File: config.mk
export PLATFORM = sky130hd
export DESIGN_NAME = c8s_ctrl
export DESIGN_NICKNAME = d
export VERILOG_FILES = /design/src/rtl/cpu8008_instruction_step_unit_assert.svh /design/src/rtl/c8s_pkg.sv /design/src/rtl/c8s_ctrl.sv
export SDC_FILE = /design/constraint.sdc
export NUM_CORES = 1
export LEC_CHECK = 0
export ABC_AREA = 1
export BUFFER_PORTS_ARGS = -buffer_cell sky130_fd_sc_hd__clkbuf_2
export CORE_AREA = 2 2 39 41
export DETAILED_ROUTE_END_ITERATION = 6
export DIE_AREA = 0 0 41 43
export HOLD_SLACK_MARGIN = 0.03
export PLACE_DENSITY = 0.57
export SLEW_MARGIN = 20
export SYNTH_ARGS = -nofsm -noshare
export SYNTH_HDL_FRONTEND = slang
export SYNTH_SLANG_ARGS = --single-unit
File: constraint.sdc
create_clock -name clock -period 1.1 [get_ports clock]
set_input_delay 0.055 -clock clock [delete_from_list [all_inputs] [get_ports clock]]
set_output_delay 0.055 -clock clock [all_outputs]
set_load 0.005 [all_outputs]
File: src/rtl/cpu8008_instruction_step_unit_assert.svh
// Assertion macros for the instruction step unit.
`ifndef CPU8008_INSTRUCTION_STEP_UNIT_ASSERT_SVH
`define CPU8008_INSTRUCTION_STEP_UNIT_ASSERT_SVH

// Same-cycle implication.
`define C8S_ASSERT_IMP(lbl, clk, rst, ante, cons, msg) \
   lbl: assert property (@(posedge clk) disable iff (rst) (ante) |-> (cons)) \
      else $error(msg);

// Next-cycle implication.
`define C8S_ASSERT_NXT(lbl, clk, rst, ante, cons, msg) \
   lbl: assert property (@(posedge clk) disable iff (rst) (ante) |=> (cons)) \
      else $error(msg);

`endif

File: src/rtl/c8s_pkg.sv
// ----------------------------------------------------------------------------
// c8s_pkg
// Shared types, codes and helpers of the instruction step unit.
// ----------------------------------------------------------------------------
`default_nettype none

package c8s_pkg;

   localparam logic       REQ_LOAD = 1'b0;
   localparam logic [1:0] STAT_EXEC = 2'd0;
   localparam logic [1:0] STAT_HALT = 2'd1;
   localparam logic [1:0] STAT_LOAD = 2'd2;
   localparam logic [1:0] STAT_LAST = 2'd3;

   typedef struct packed {
      logic        req_type;
      logic [13:0] load_addr;
      logic [7:0]  load_data;
      logic        load_last;
   } req_payload_type;

   typedef struct packed {
      logic [1:0]  step_status;
      logic [13:0] program_counter;
      logic [7:0]  accumulator;
      logic        carry_flag;
      logic        zero_flag;
      logic        sign_flag;
      logic        parity_flag;
      logic [7:0]  executed_opcode;
      logic [31:0] tick_count;
   } rsp_payload_type;

   typedef enum logic [2:0] {
      ADDR_PC, ADDR_PC1, ADDR_PC2, ADDR_M, ADDR_LOAD, ADDR_CLEAR
   } addr_sel_type;

   typedef struct packed {
      addr_sel_type addr_sel;
      logic         clear;     // clearing pass write, advance counter
      logic         take;      // capture request
      logic         load_wr;   // write load byte
      logic         cap_op;
      logic         cap_b2;
      logic         cap_b3;
      logic         exec;
      logic         out_load;
   } cmd_type;

   typedef struct packed {
      logic clear_last;
      logic req_is_load;
      logic halted;
      logic out_free;
   } status_type;

   // Reduce a value below 2**15 modulo depth (depth >= 256) by shifted
   // compare and subtract.
   function automatic logic [13:0] wrap_addr(logic [14:0] v, int unsigned depth);
      logic [31:0] r;
      logic [31:0] d;
      r = {17'd0, v};
      for (int k = 6; k >= 0; k--) begin
         d = 32'(depth) << k;
         if (r >= d) r = r - d;
      end
      return r[13:0];
   endfunction

endpackage

`default_nettype wire

File: src/rtl/c8s_ctrl.sv
// ----------------------------------------------------------------------------
// c8s_ctrl
// Sequencer: clearing pass, load write, fetch and execute steps, result.
// ----------------------------------------------------------------------------
`default_nettype none

module c8s_ctrl import c8s_pkg::*; (
   input  wire logic       clock,
   input  wire logic       reset,
   input  wire status_type st,
   input  wire logic       req_valid,
   output logic            req_ready,
   output cmd_type         cmd
);

   typedef enum logic [3:0] {
      S_CLEAR, S_IDLE, S_LOAD, S_OP, S_B2, S_B3, S_M, S_EXEC, S_OUT
   } state_type;

   state_type state_ff, state_in;

   always_comb begin
      state_in     = state_ff;
      cmd          = '0;
      cmd.addr_sel = ADDR_PC;
      req_ready    = 1'b0;
      unique case (state_ff)
         S_CLEAR: begin
            cmd.addr_sel = ADDR_CLEAR;
            cmd.clear    = 1'b1;
            if (st.clear_last) state_in = S_IDLE;
         end
         S_IDLE: begin
            req_ready = 1'b1;
            if (req_valid) begin
               cmd.take = 1'b1;
               if (st.req_is_load) state_in = S_LOAD;
               else if (st.halted) state_in = S_OUT;
               else                state_in = S_OP;
            end
         end
         S_LOAD: begin
            cmd.addr_sel = ADDR_LOAD;
            cmd.load_wr  = 1'b1;
            state_in     = S_OUT;
         end
         S_OP: begin
            cmd.addr_sel = ADDR_PC;
            state_in     = S_B2;
         end
         S_B2: begin
            cmd.addr_sel = ADDR_PC1;
            cmd.cap_op   = 1'b1;
            state_in     = S_B3;
         end
         S_B3: begin
            cmd.addr_sel = ADDR_PC2;
            cmd.cap_b2   = 1'b1;
            state_in     = S_M;
         end
         S_M: begin
            cmd.addr_sel = ADDR_M;
            cmd.cap_b3   = 1'b1;
            state_in     = S_EXEC;
         end
         S_EXEC: begin
            cmd.addr_sel = ADDR_M;
            cmd.exec     = 1'b1;
            state_in     = S_OUT;
         end
         S_OUT: begin
            if (st.out_free) begin
               cmd.out_load = 1'b1;
               state_in     = S_IDLE;
            end
         end
         default: state_in = S_IDLE;
      endcase
   end

   always_ff @(posedge clock) begin
      if (reset) state_ff <= S_CLEAR;
      else       state_ff <= state_in;
   end

endmodule

`default_nettype wire

### Yosys cells after proc, flatten, opt, wreduce, memory -nomap -nowiden

Index checks and enable logic that the tools add are counted.

* register bits: 4
* input port bits: 7
* output and inout bits: 12
* logic and storage cells: 34

* equal/unequal tests: 11
* muxes and demuxes: 18
* reduce and logical (&&, ||, !) cells: 4

Operators with widths (number)
* 4-bit one-hot mux with 8 select lines: 1
* 4-bit two-way mux: 5
* 4-bit by 3-bit == test with 1-bit output (second input constant): 4
* 3-bit one-hot mux with 5 select lines: 1
* 1-bit two-way mux: 11
* 4-bit by 2-bit == test with 1-bit output (second input constant): 2
* 2-bit != test (second input constant): 3
* 4-bit by 1-bit == test with 1-bit output (second input constant): 1
* 4-bit == test (second input constant): 1
* 4-bit logical NOT: 1
* 2-bit OR reduction: 2
* 3-bit AND reduction: 1

### Depth between registers and ports, before layout

Gate-level depths: netlist of the first run.

* depth after elaboration: 4
* mapped depth: 8
* mapped depth without buffers: 8

### Least setup slack after synthesis of the first run

OpenSTA, ideal clock, no wires.

* kind: reg2reg
* from: register state_ff[1]
* to: register state_ff[0]
* setup time: 0.113 ns
* arrival: 0.907 ns
* data required time: 0.987 ns
* slack: 0.080 ns
* stages on the path, launching flop included: 7
* path buffers: 0
* clock period less this slack: 1.020 ns
* cell sequence: dfxtp_1 > nor2_1 > nand3b_1 > nand3_2 > nand2_1 > nand2_1 > nor2_1

* longest elaborated chain between the ends: 3
* elaborated cells on any way between the ends: 15
* classes of those cells: eq/ne (11); mux (1); reduce/logical (3)

RTL lines
* start, declared: RTL line c8s_ctrl.sv:20 `state_type state_ff, state_in;`
* start signal, assigned: RTL line c8s_ctrl.sv:83 `else state_ff <= state_in;`
* 4-bit by 3-bit == test with 1-bit output (tied with other cells): RTL line c8s_ctrl.sv:27 `unique case (state_ff)`
* 2-bit OR reduction (no source line) or 2-bit != test (tied branches)
* 4-bit one-hot mux with 8 select lines or 3-bit AND reduction (tied branches)

Several ways; a longest one is shown, not always the timed one.
A chain may end at the register's enable or synchronous reset.

==> results of run 1 <==
-- layout make-up --
type	instances	area [um2]
Tap cell	16	20.02
Multi-Input combinational cell	46	266.5
Fill cell	145	686.9
Timing Repair Buffer	37	249.0
Inverter	9	43.79
Sequential cell	4	95.09
Clock buffer	3	22.52
-- per-layer routing --
metal	up-vias	routed length [um]	share of wire (%)	GRT usage (%)
li1	267	-	-	-
met1	216	440	39	17.36
met2	15	620	55	22.81
met3	2	65	5.7	1.571
met4	0	7	0.62	10.00
met5	-	0	0	0
-- worst min-delay path: cells and delay by family --
kind          cells  cell delay, ns
simple gates      5            0.27
buf+inv           1            0.09
-- through the flow --
step                      setup TNS (ns)  setup WS [ns]  power (mW)
after global placement          -0.04450       -0.03482       1.068
after floorplan                        0        0.08033      0.6799
after global routing              -1.109        -0.1204       1.857
after detailed placement        -0.06446       -0.03798       1.063
final                            -0.3372       -0.07960       1.700
after CTS                        -0.5065       -0.09338       1.502
-- placed cells by master (no fill, tap or decap), drive strengths merged --
cell         count
a211oi           1
a21oi            1
buf             26
clkbuf          13
dfxtp            4
dlygate4sd3      1
inv              9
nand2           15
nand3            4
nand3b           1
nor2            20
nor3             1
nor3b            1
nor4             1
o21ai            1
-- cells by family after synthesis --
| group | Yosys count | share of synthesized area [%] |
|---|---|---|
| AO/OA/AOI/OAI | 3 | 5.321 |
| buffers and inverters | 9 | 10.27 |
| flip-flops | 4 | 24.34 |
| AND/OR/NAND/NOR | 43 | 60.07 |
-- cell usage after synthesis --
master    number
nor2_4         1
nand3_1        3
nand3_2        1
nor3b_2        1
nor3_1         1
nor2_2         1
a211oi_1       1
nor4_1         1
inv_1          9
a21oi_1        1
nand3b_1       1
o21ai_0        1
nand2_1       15
nor2_1        18
dfxtp_1        4
-- what timing repair did --
| item | in CTS | in global routing |
|---|---|---|
| hold buffers | 1 | 0 |
| hold endpoints to repair | 1 | 0 |
| gates resized for setup | 21 | 20 |
| endpoints found under the setup margin | 14 | 15 |
| gates cloned | 0 | 0 |
| buffers inserted | 4 | 4 |
| pin swaps | 4 | 9 |
-- report_power, final --
part	switching, mW	internal, mW	total [mW]	leakage [nW]
Clock	0.0627	0.122	0.185	0.0138
Sequential	0.0934	0.216	0.310	0.0356
Combinational	0.552	0.654	1.21	0.320
Total	0.708	0.992	1.70	0.370
-- worst paths after layout --
| check | start | endpoint | slack (ns) | depth (start not counted) |
|---|---|---|---|---|
| setup / recovery | state_ff[3] | cmd[6] | -0.08 | 5 |
| hold / removal | st[1] | state_ff[0] | 0.20 | 6 |
| setup reg to reg | state_ff[3] | state_ff[0] | -0.03 | 7 |
| hold reg to reg | state_ff[2] | state_ff[2] | 0.65 | 3 |
==> flow_metrics.tcl, run 1 <==
set metrics [dict create \
    crit_chain "nor2_4, nand2_2, buf_6, nor2_1, buf_2" \
    die-height_um 43 \
    relSlewSlack_pct 88.16 \
    finalSetupViolCount 9 \
    routed_via_density 4.348 \
    insertion_delay_ns 0.24 \
    crit_buf_inv 2 \
    violations "negative setup slack" \
    synthCells 59 \
    max_stage_delay_ns 0.36 \
    place.gp.congestion 0.7250 \
    placed_cells 104 \
    largest_register_ff_count 4 \
    regMostFlops "state_ff" \
    clkTransAtPathRegs_ns 0.04 \
    first_pass_iters 4 \
    area_growth_pct 111.8 \
    drt-total-wl_um 1134 \
    vdd_ir_drop_max_v 0.001047 \
    min_path_type "in -> reg" \
    post-synth-top-area-cell "dfxtp_1" \
    fmax_ghz 0.8477 \
    antenna_found_initial 0 \
    drv_slew 0 \
    fin_nets 108 \
    synth_area_um2 329.1 \
    cp.required_ns 1.04 \
    grt_pass1_wl_um 1690 \
    stdcell_area_um2 696.9 \
    cts_sinks 4 \
    htree_levels 1 \
    crit_type "reg -> out" \
    cellPowerDensity_mw_per_mm2 2440 \
    syn_nets 66 \
    io_buffers 18 \
    dp_hpwl_um 784.9 \
    start_util_pct 23.78 \
    grt_use_total_pct 14.56 \
    drc_errors 0 \
    grt_pass1_vias 424 \
    yosysUniqueCellTypes 15 \
    skew_ns 0.002037 \
    holdWs_ns 0.1952 \
    cap_violations 0 \
    hold_viol 0 \
    place_area_um2 521.8 \
    cts_buffers 3 \
    cts_tree "built" \
    drt_iter0_drc 8 \
    period_share_pct 107.2 \
    endpoint_kind "output pin" \
    fin_ws_ns -0.07960 \
    leakagePower_nw 0.3697 \
    vias 500 \
    clock-root-buffer "clkbuf_4" \
    reg_top3 "state_ff (4)" \
    syn_avg_cell_area_um2 5.577 \
    grt_max_degree 7 \
    rsz0062_at_grt "yes" \
    core_area_mm2 0.001384 \
    ioPinCount 19 \
    ys_warn_count 0 \
    row_count 14 \
    dieArea_mm2 0.001763 \
    layout-drive-gt1-share_pct 62.63 \
    grt-ovfl-total 0 \
    worstMarginPinSlew_ns 0.1757 \
    antenna_cells 0 \
    cp_top_family "flip-flops" \
    antenna_left 0 \
    seq_area_frac_synth_pct 24.33 \
    instances_no_fill 115 \
    arrival_ns 1.12 \
    slowest_stage "dfxtp_4" \
    status "finished with violations" \
    final_util_pct 50.36 \
    cts_buffer_depth 2 \
    wl_per_cell_um 9.861 \
    cp_max_fo 3 \
    period_needed_ns 1.180 \
    die_w_um 41 \
    synth_top_area_share_pct 24.33 \
    synthTopCellsByArea "dfxtp_1 24%, nor2_1 21%, nand2_1 17%" \
    synth-seq-cells 4 \
    crit_path_start_kind "register" \
]
Power figures use the tool's default switching activity.
==> run 2, diff against run 1 <==
clock period = 1.04 ns   (was 1.1 ns; I/O delays follow)
==> run 2 against run 1 <==
Net effect:
- the flow still finishes with violations (negative setup slack)
- die area unchanged
- total power up 33%
- clock skew down 0.00068 ns
- register-to-register slack worse by 0.13 ns
- cell count up 3.5%
- clock power up 3%
- combinational power up 41%
- flip-flop and latch count stayed put
- largest power group unchanged
- highest routed layer is now met3
==> flow_metrics.tcl, run 2 (synthesis gave the netlist of run 1 again) <==
set metrics [dict create \
    status "finished with violations" \
    violations "negative setup slack" \
    fmax_ghz 0.7833 \
    fillCellCount 129 \
    period_share_pct 122.8 \
    grt_max_degree 7 \
    insertion_delay_ns 0.23 \
    start_util_pct 23.78 \
    cp.required_ns 0.99 \
    row_count 14 \
    final_cell_mix "15 x buf_4, 11 x nand2_1, 10 x clkbuf_2, 9 x buf_6" \
    final_common_cell "buf_4" \
    instances_no_fill 119 \
    area_growth_pct 146.8 \
    cp_max_fo 5 \
    finalSetupViolCount 15 \
    grt_pass1_wl_um 1821 \
    wl_per_cell_um 10.96 \
    stdcell_area_um2 812.0 \
    cts_sinks 4 \
    crit_chain "inv_6, nor2_4, nand2_4, buf_6, nor2_4, buf_2" \
    leakagePower_nw 0.4100 \
    reg_top3 "state_ff (4)" \
    placed_cells 109 \
    worstMarginPinSlew_ns 0.1685 \
    r2r_end "state_ff[0]" \
    fin_nets 112 \
    cts_tree "built" \
    max_stage_delay_ns 0.39 \
    regToRegSetupSlack_ns -0.16 \
    cap_violations 0 \
    crit_end "cmd[6]" \
    grt_use_total_pct 15.16 \
    cts_buffer_depth 2 \
    dieArea_mm2 0.001763 \
    drt-total-wl_um 1304 \
    antenna_found_initial 0 \
    grt-ovfl-total 0 \
    place.gp.congestion 0.7594 \
    ioPinCount 19 \
    die_w_um 41 \
    skew_ns 0.001353 \
    fin_ws_ns -0.2366 \
    hold_viol 0 \
    min_path_type "in -> reg" \
    crit_type "reg -> out" \
    arrival_ns 1.22 \
    crit_buf_inv 3 \
    cts_buffers 3 \
    grt_pass1_vias 455 \
    clkTransAtPathRegs_ns 0.04 \
    endpoint_kind "output pin" \
    period_needed_ns 1.277 \
    place_area_um2 559.3 \
    slowest_stage "dfxtp_4" \
    clock-root-buffer "clkbuf_4" \
    die-height_um 43 \
    cp_top_family "flip-flops" \
    vdd_ir_drop_max_v 0.001155 \
    antenna_cells 0 \
    largest_register_ff_count 4 \
    rsz0062_at_grt "yes" \
    fin_total_pwr_mw 2.254 \
    core_area_mm2 0.001384 \
    relSlewSlack_pct 88.68 \
    reg2reg_from "state_ff[0]" \
    drc_errors 0 \
    startpoint "state_ff[0]" \
    crit_path_frequent_cell "nor2_4" \
    antenna_left 0 \
    pre_cts_slack_ns -0.1221 \
    htree_levels 1 \
    crit_path_start_kind "register" \
    regMostFlops "state_ff" \
    cellPowerDensity_mw_per_mm2 2776 \
    vias 514 \
    layout-drive-gt1-share_pct 72.82 \
    crit_cells 6 \
    first_pass_iters 3 \
    worstRegToRegCells 8 \
    drv_slew 0 \
    drt_iter0_drc 5 \
    dp_hpwl_um 811.9 \
    io_buffers 18 \
    routed_via_density 4.319 \
]
-- run 2: stage by stage --
stage / TNS (ns) / hold WS, ns / util [%]
6_report: -1.814 / 0.1931 / 58.68
5_1_grt: -2.719 / 0.2424 / 58.68
4_1_cts: -1.426 / 0.1982 / 46.20
3_5_place_dp: -0.5731 / 0.2666 / 40.42
3_3_place_gp: -0.5944 / 0.2725 / 40.42
2_1_floorplan: 0 / 0.1215 / -
-- run 2: worst min path at each step --
stage / startpoint / endpoint / slack (ns) / cells past startpoint
after floorplan: reset / state_ff[1] / 0.12 / 1
after global routing: st[1] / state_ff[0] / 0.24 / 6
final: st[1] / state_ff[0] / 0.19 / 6
after CTS: st[1] / state_ff[0] / 0.20 / 6
after detailed placement: reset / state_ff[1] / 0.27 / 2
after global placement: reset / state_ff[1] / 0.27 / 2
-- run 2: worst reg2reg max path: stages, from the launching register on --
cell and delay (ns):
dfxtp_4 0.39, inv_6 0.06, nor2_4 0.16, buf_4 0.13, nand3_1 0.09, nand3_2 0.12, nand2_1 0.06, nand2_1 0.05
nor2_1 0.03
-- run 2: timing repair --
action                                  4_1_cts  5_1_grt
endpoints found under the hold margin         2        0
pin swaps                                     0       10
gates resized for setup                      17       46
endpoints found under the setup margin       16       16
setup buffers                                 1        5
hold buffers                                  1        0
-- run 2: metal layers --
layer	share of wire [%]	vias up	GRT usage, %
met3	5.1	0	6.283
met5	0	-	0
met4	0	0	4.000
met2	57	15	24.69
met1	38	228	17.36
li1	-	271	-
-- run 2: area by class of cell --
class                           count  area, um2  share of cell area, %
Inverter                            9      43.79                  5.393
Tap cell                           16      20.02                  2.465
Clock buffer                        3      22.52                  2.773
Multi-Input combinational cell     46      326.6                  40.22
Timing Repair Buffer               41      304.0                  37.44
Sequential cell                     4      95.09                  11.71
-- run 2: power by group --
| part | switching [mW] | internal (mW) |
|---|---|---|
| clock | 0.0621 | 0.129 |
| combinational | 0.770 | 0.945 |
| sequential | 0.119 | 0.229 |
| total | 0.951 | 1.30 |
==> run 3, diff against run 2 <==
PLACE_DENSITY = 0.55   (was 0.57)
clock period = 1.6 ns   (was 1.04 ns; I/O delays follow)
==> run 3 against run 2 <==
Net effect:
- the flow now finishes without violations
- cell count decreased by 19%
- critical path depth decreased by 2
- total power decreased by 67%
- critical path type unchanged
- non-clock buffer count decreased by 23
==> flow_metrics.tcl, run 3 (synthesis gave the netlist of run 1 again) <==
set metrics [dict create \
    crit_chain "nor2_1, inv_1, nor4_1, clkbuf_2" \
    dp_hpwl_um 759.7 \
    endpoint_kind "output pin" \
    drt_iter0_drc 6 \
    grt_pass1_wl_um 1421 \
    grt_use_total_pct 12.25 \
    layout-drive-gt1-share_pct 31.25 \
    rsz0062_at_grt "no" \
    vdd_ir_drop_max_v 0.0005493 \
    relSlewSlack_pct 82.65 \
    regToRegSetupSlack_ns 0.41 \
    largest_register_ff_count 4 \
    period_share_pct 85.09 \
    worstRegToRegCells 7 \
    crit_path_start_kind "register" \
    regMostFlops "state_ff" \
    cp_top_family "simple AND/OR/NAND/NOR gates" \
    cts_sinks 4 \
    slowest_stage "dfxtp_1" \
    fmax_ghz 0.7345 \
    place.gp.congestion 0.7395 \
    cp.required_ns 1.52 \
    min_path_type "in -> reg" \
    grt_max_degree 7 \
    drv_slew 0 \
    placed_cells 93 \
    final_cell_mix "18 x nor2_1, 18 x clkbuf_2, 15 x nand2_1, 9 x inv_1, 4 x dfxtp_1" \
    period_needed_ns 1.361 \
    grt_pass1_vias 364 \
    insertion_delay_ns 0.24 \
    antenna_cells 0 \
    drt-total-wl_um 884 \
    crit_end "cmd[0]" \
    cp_max_fo 6 \
    area_growth_pct 40.30 \
    ctsHoldBuffers 0 \
    cap_violations 0 \
    max_stage_delay_ns 0.37 \
    first_pass_iters 3 \
    dieArea_mm2 0.001763 \
    clkTransAtPathRegs_ns 0.04 \
    reg2reg_from "state_ff[0]" \
    fin_nets 89 \
    cellPowerDensity_mw_per_mm2 1618 \
    ioPinCount 19 \
    cts_buffers 3 \
    die_w_um 41 \
    start_util_pct 23.78 \
    clock-root-buffer "clkbuf_4" \
    instances_no_fill 96 \
    grt-ovfl-total 0 \
    reg_top3 "state_ff (4)" \
    leakagePower_nw 0.2619 \
    startpoint "state_ff[1]" \
    setup_tns_ns 0 \
    antenna_left 0 \
    finalSetupViolCount 0 \
    crit_type "reg -> out" \
    multi_input_area_um2 215.2 \
    cts_buffer_depth 2 \
    cts_setup_buffers 0 \
    row_count 14 \
    crit_cells 4 \
    r2r_end "state_ff[0]" \
    core_area_mm2 0.001384 \
    crit_buf_inv 2 \
    worstMarginPinSlew_ns 0.2592 \
    status "finished clean" \
    skew_ns 0.003614 \
    routed_via_density 4.438 \
    fillCellCount 174 \
    ctsResizeCount 0 \
    io_buffers 18 \
    drc_errors 0 \
    seq_area_um2 80.08 \
    arrival_ns 1.28 \
    antenna_found_initial 0 \
    htree_levels 1 \
    die-height_um 43 \
    wl_per_cell_um 9.208 \
    hold_viol 0 \
    vias 426 \
    cts_tree "built" \
]
==> run 3: cell types whose count changed in the layout (fill, tap and decap cells not counted), sizes merged <==
cell and delta:
buf -30, dlygate4sd3 -1, clkbuf +8
==> run 3: cell type report <==
| class | instances | area share, % |
|---|---|---|
| sequential | 4 | 17.34 |
| multi-input combinational | 46 | 46.61 |
| tap | 16 | 4.336 |
| timing repair buffer | 18 | 19.51 |
| inverter | 9 | 7.317 |
| clock buffer | 3 | 4.878 |
==> run 3: metrics by stage <==
| step | power, mW | area (um2) | utilization, % | setup WS [ns] | hold WS (ns) |
|---|---|---|---|---|---|
| 2_1_floorplan | 0.4674 | 329.1 | - | 0.5803 | 0.1495 |
| 3_3_place_gp | 0.6291 | 439.2 | 31.74 | 0.4161 | 0.3085 |
| 3_5_place_dp | 0.6256 | 439.2 | 31.74 | 0.4288 | 0.3049 |
| 4_1_cts | 0.7604 | 461.7 | 33.36 | 0.2305 | 0.05478 |
| 5_1_grt | 0.8423 | 461.7 | 33.36 | 0.1111 | 0.05524 |
| 6_report | 0.7471 | 461.7 | 33.36 | 0.2386 | 0.05890 |
==> run 3: worst min-delay path by stage <==
stage / slack [ns] / depth (start not counted) / end / startpoint
2_1_floorplan: 0.15 / 1 / state_ff[1] / reset
3_3_place_gp: 0.31 / 2 / state_ff[1] / reset
3_5_place_dp: 0.30 / 2 / state_ff[1] / reset
4_1_cts: 0.05 / 2 / state_ff[1] / reset
5_1_grt: 0.06 / 2 / state_ff[1] / reset
6_report: 0.06 / 2 / state_ff[1] / reset
==> run 3: report_power, final <==
part,switching [mW],leakage (nW),internal [mW]
clock network,0.0438,0.0138,0.0841
logic,0.275,0.215,0.177
registers,0.0359,0.0328,0.132
==> run 3: per-layer routing <==
metal,wire length (um),track usage [%],up-vias
met5,0,0,-
met1,403,13.83,189
met2,428,18.13,10
met4,0,4.000,0
li1,-,-,227
met3,52,7.853,0
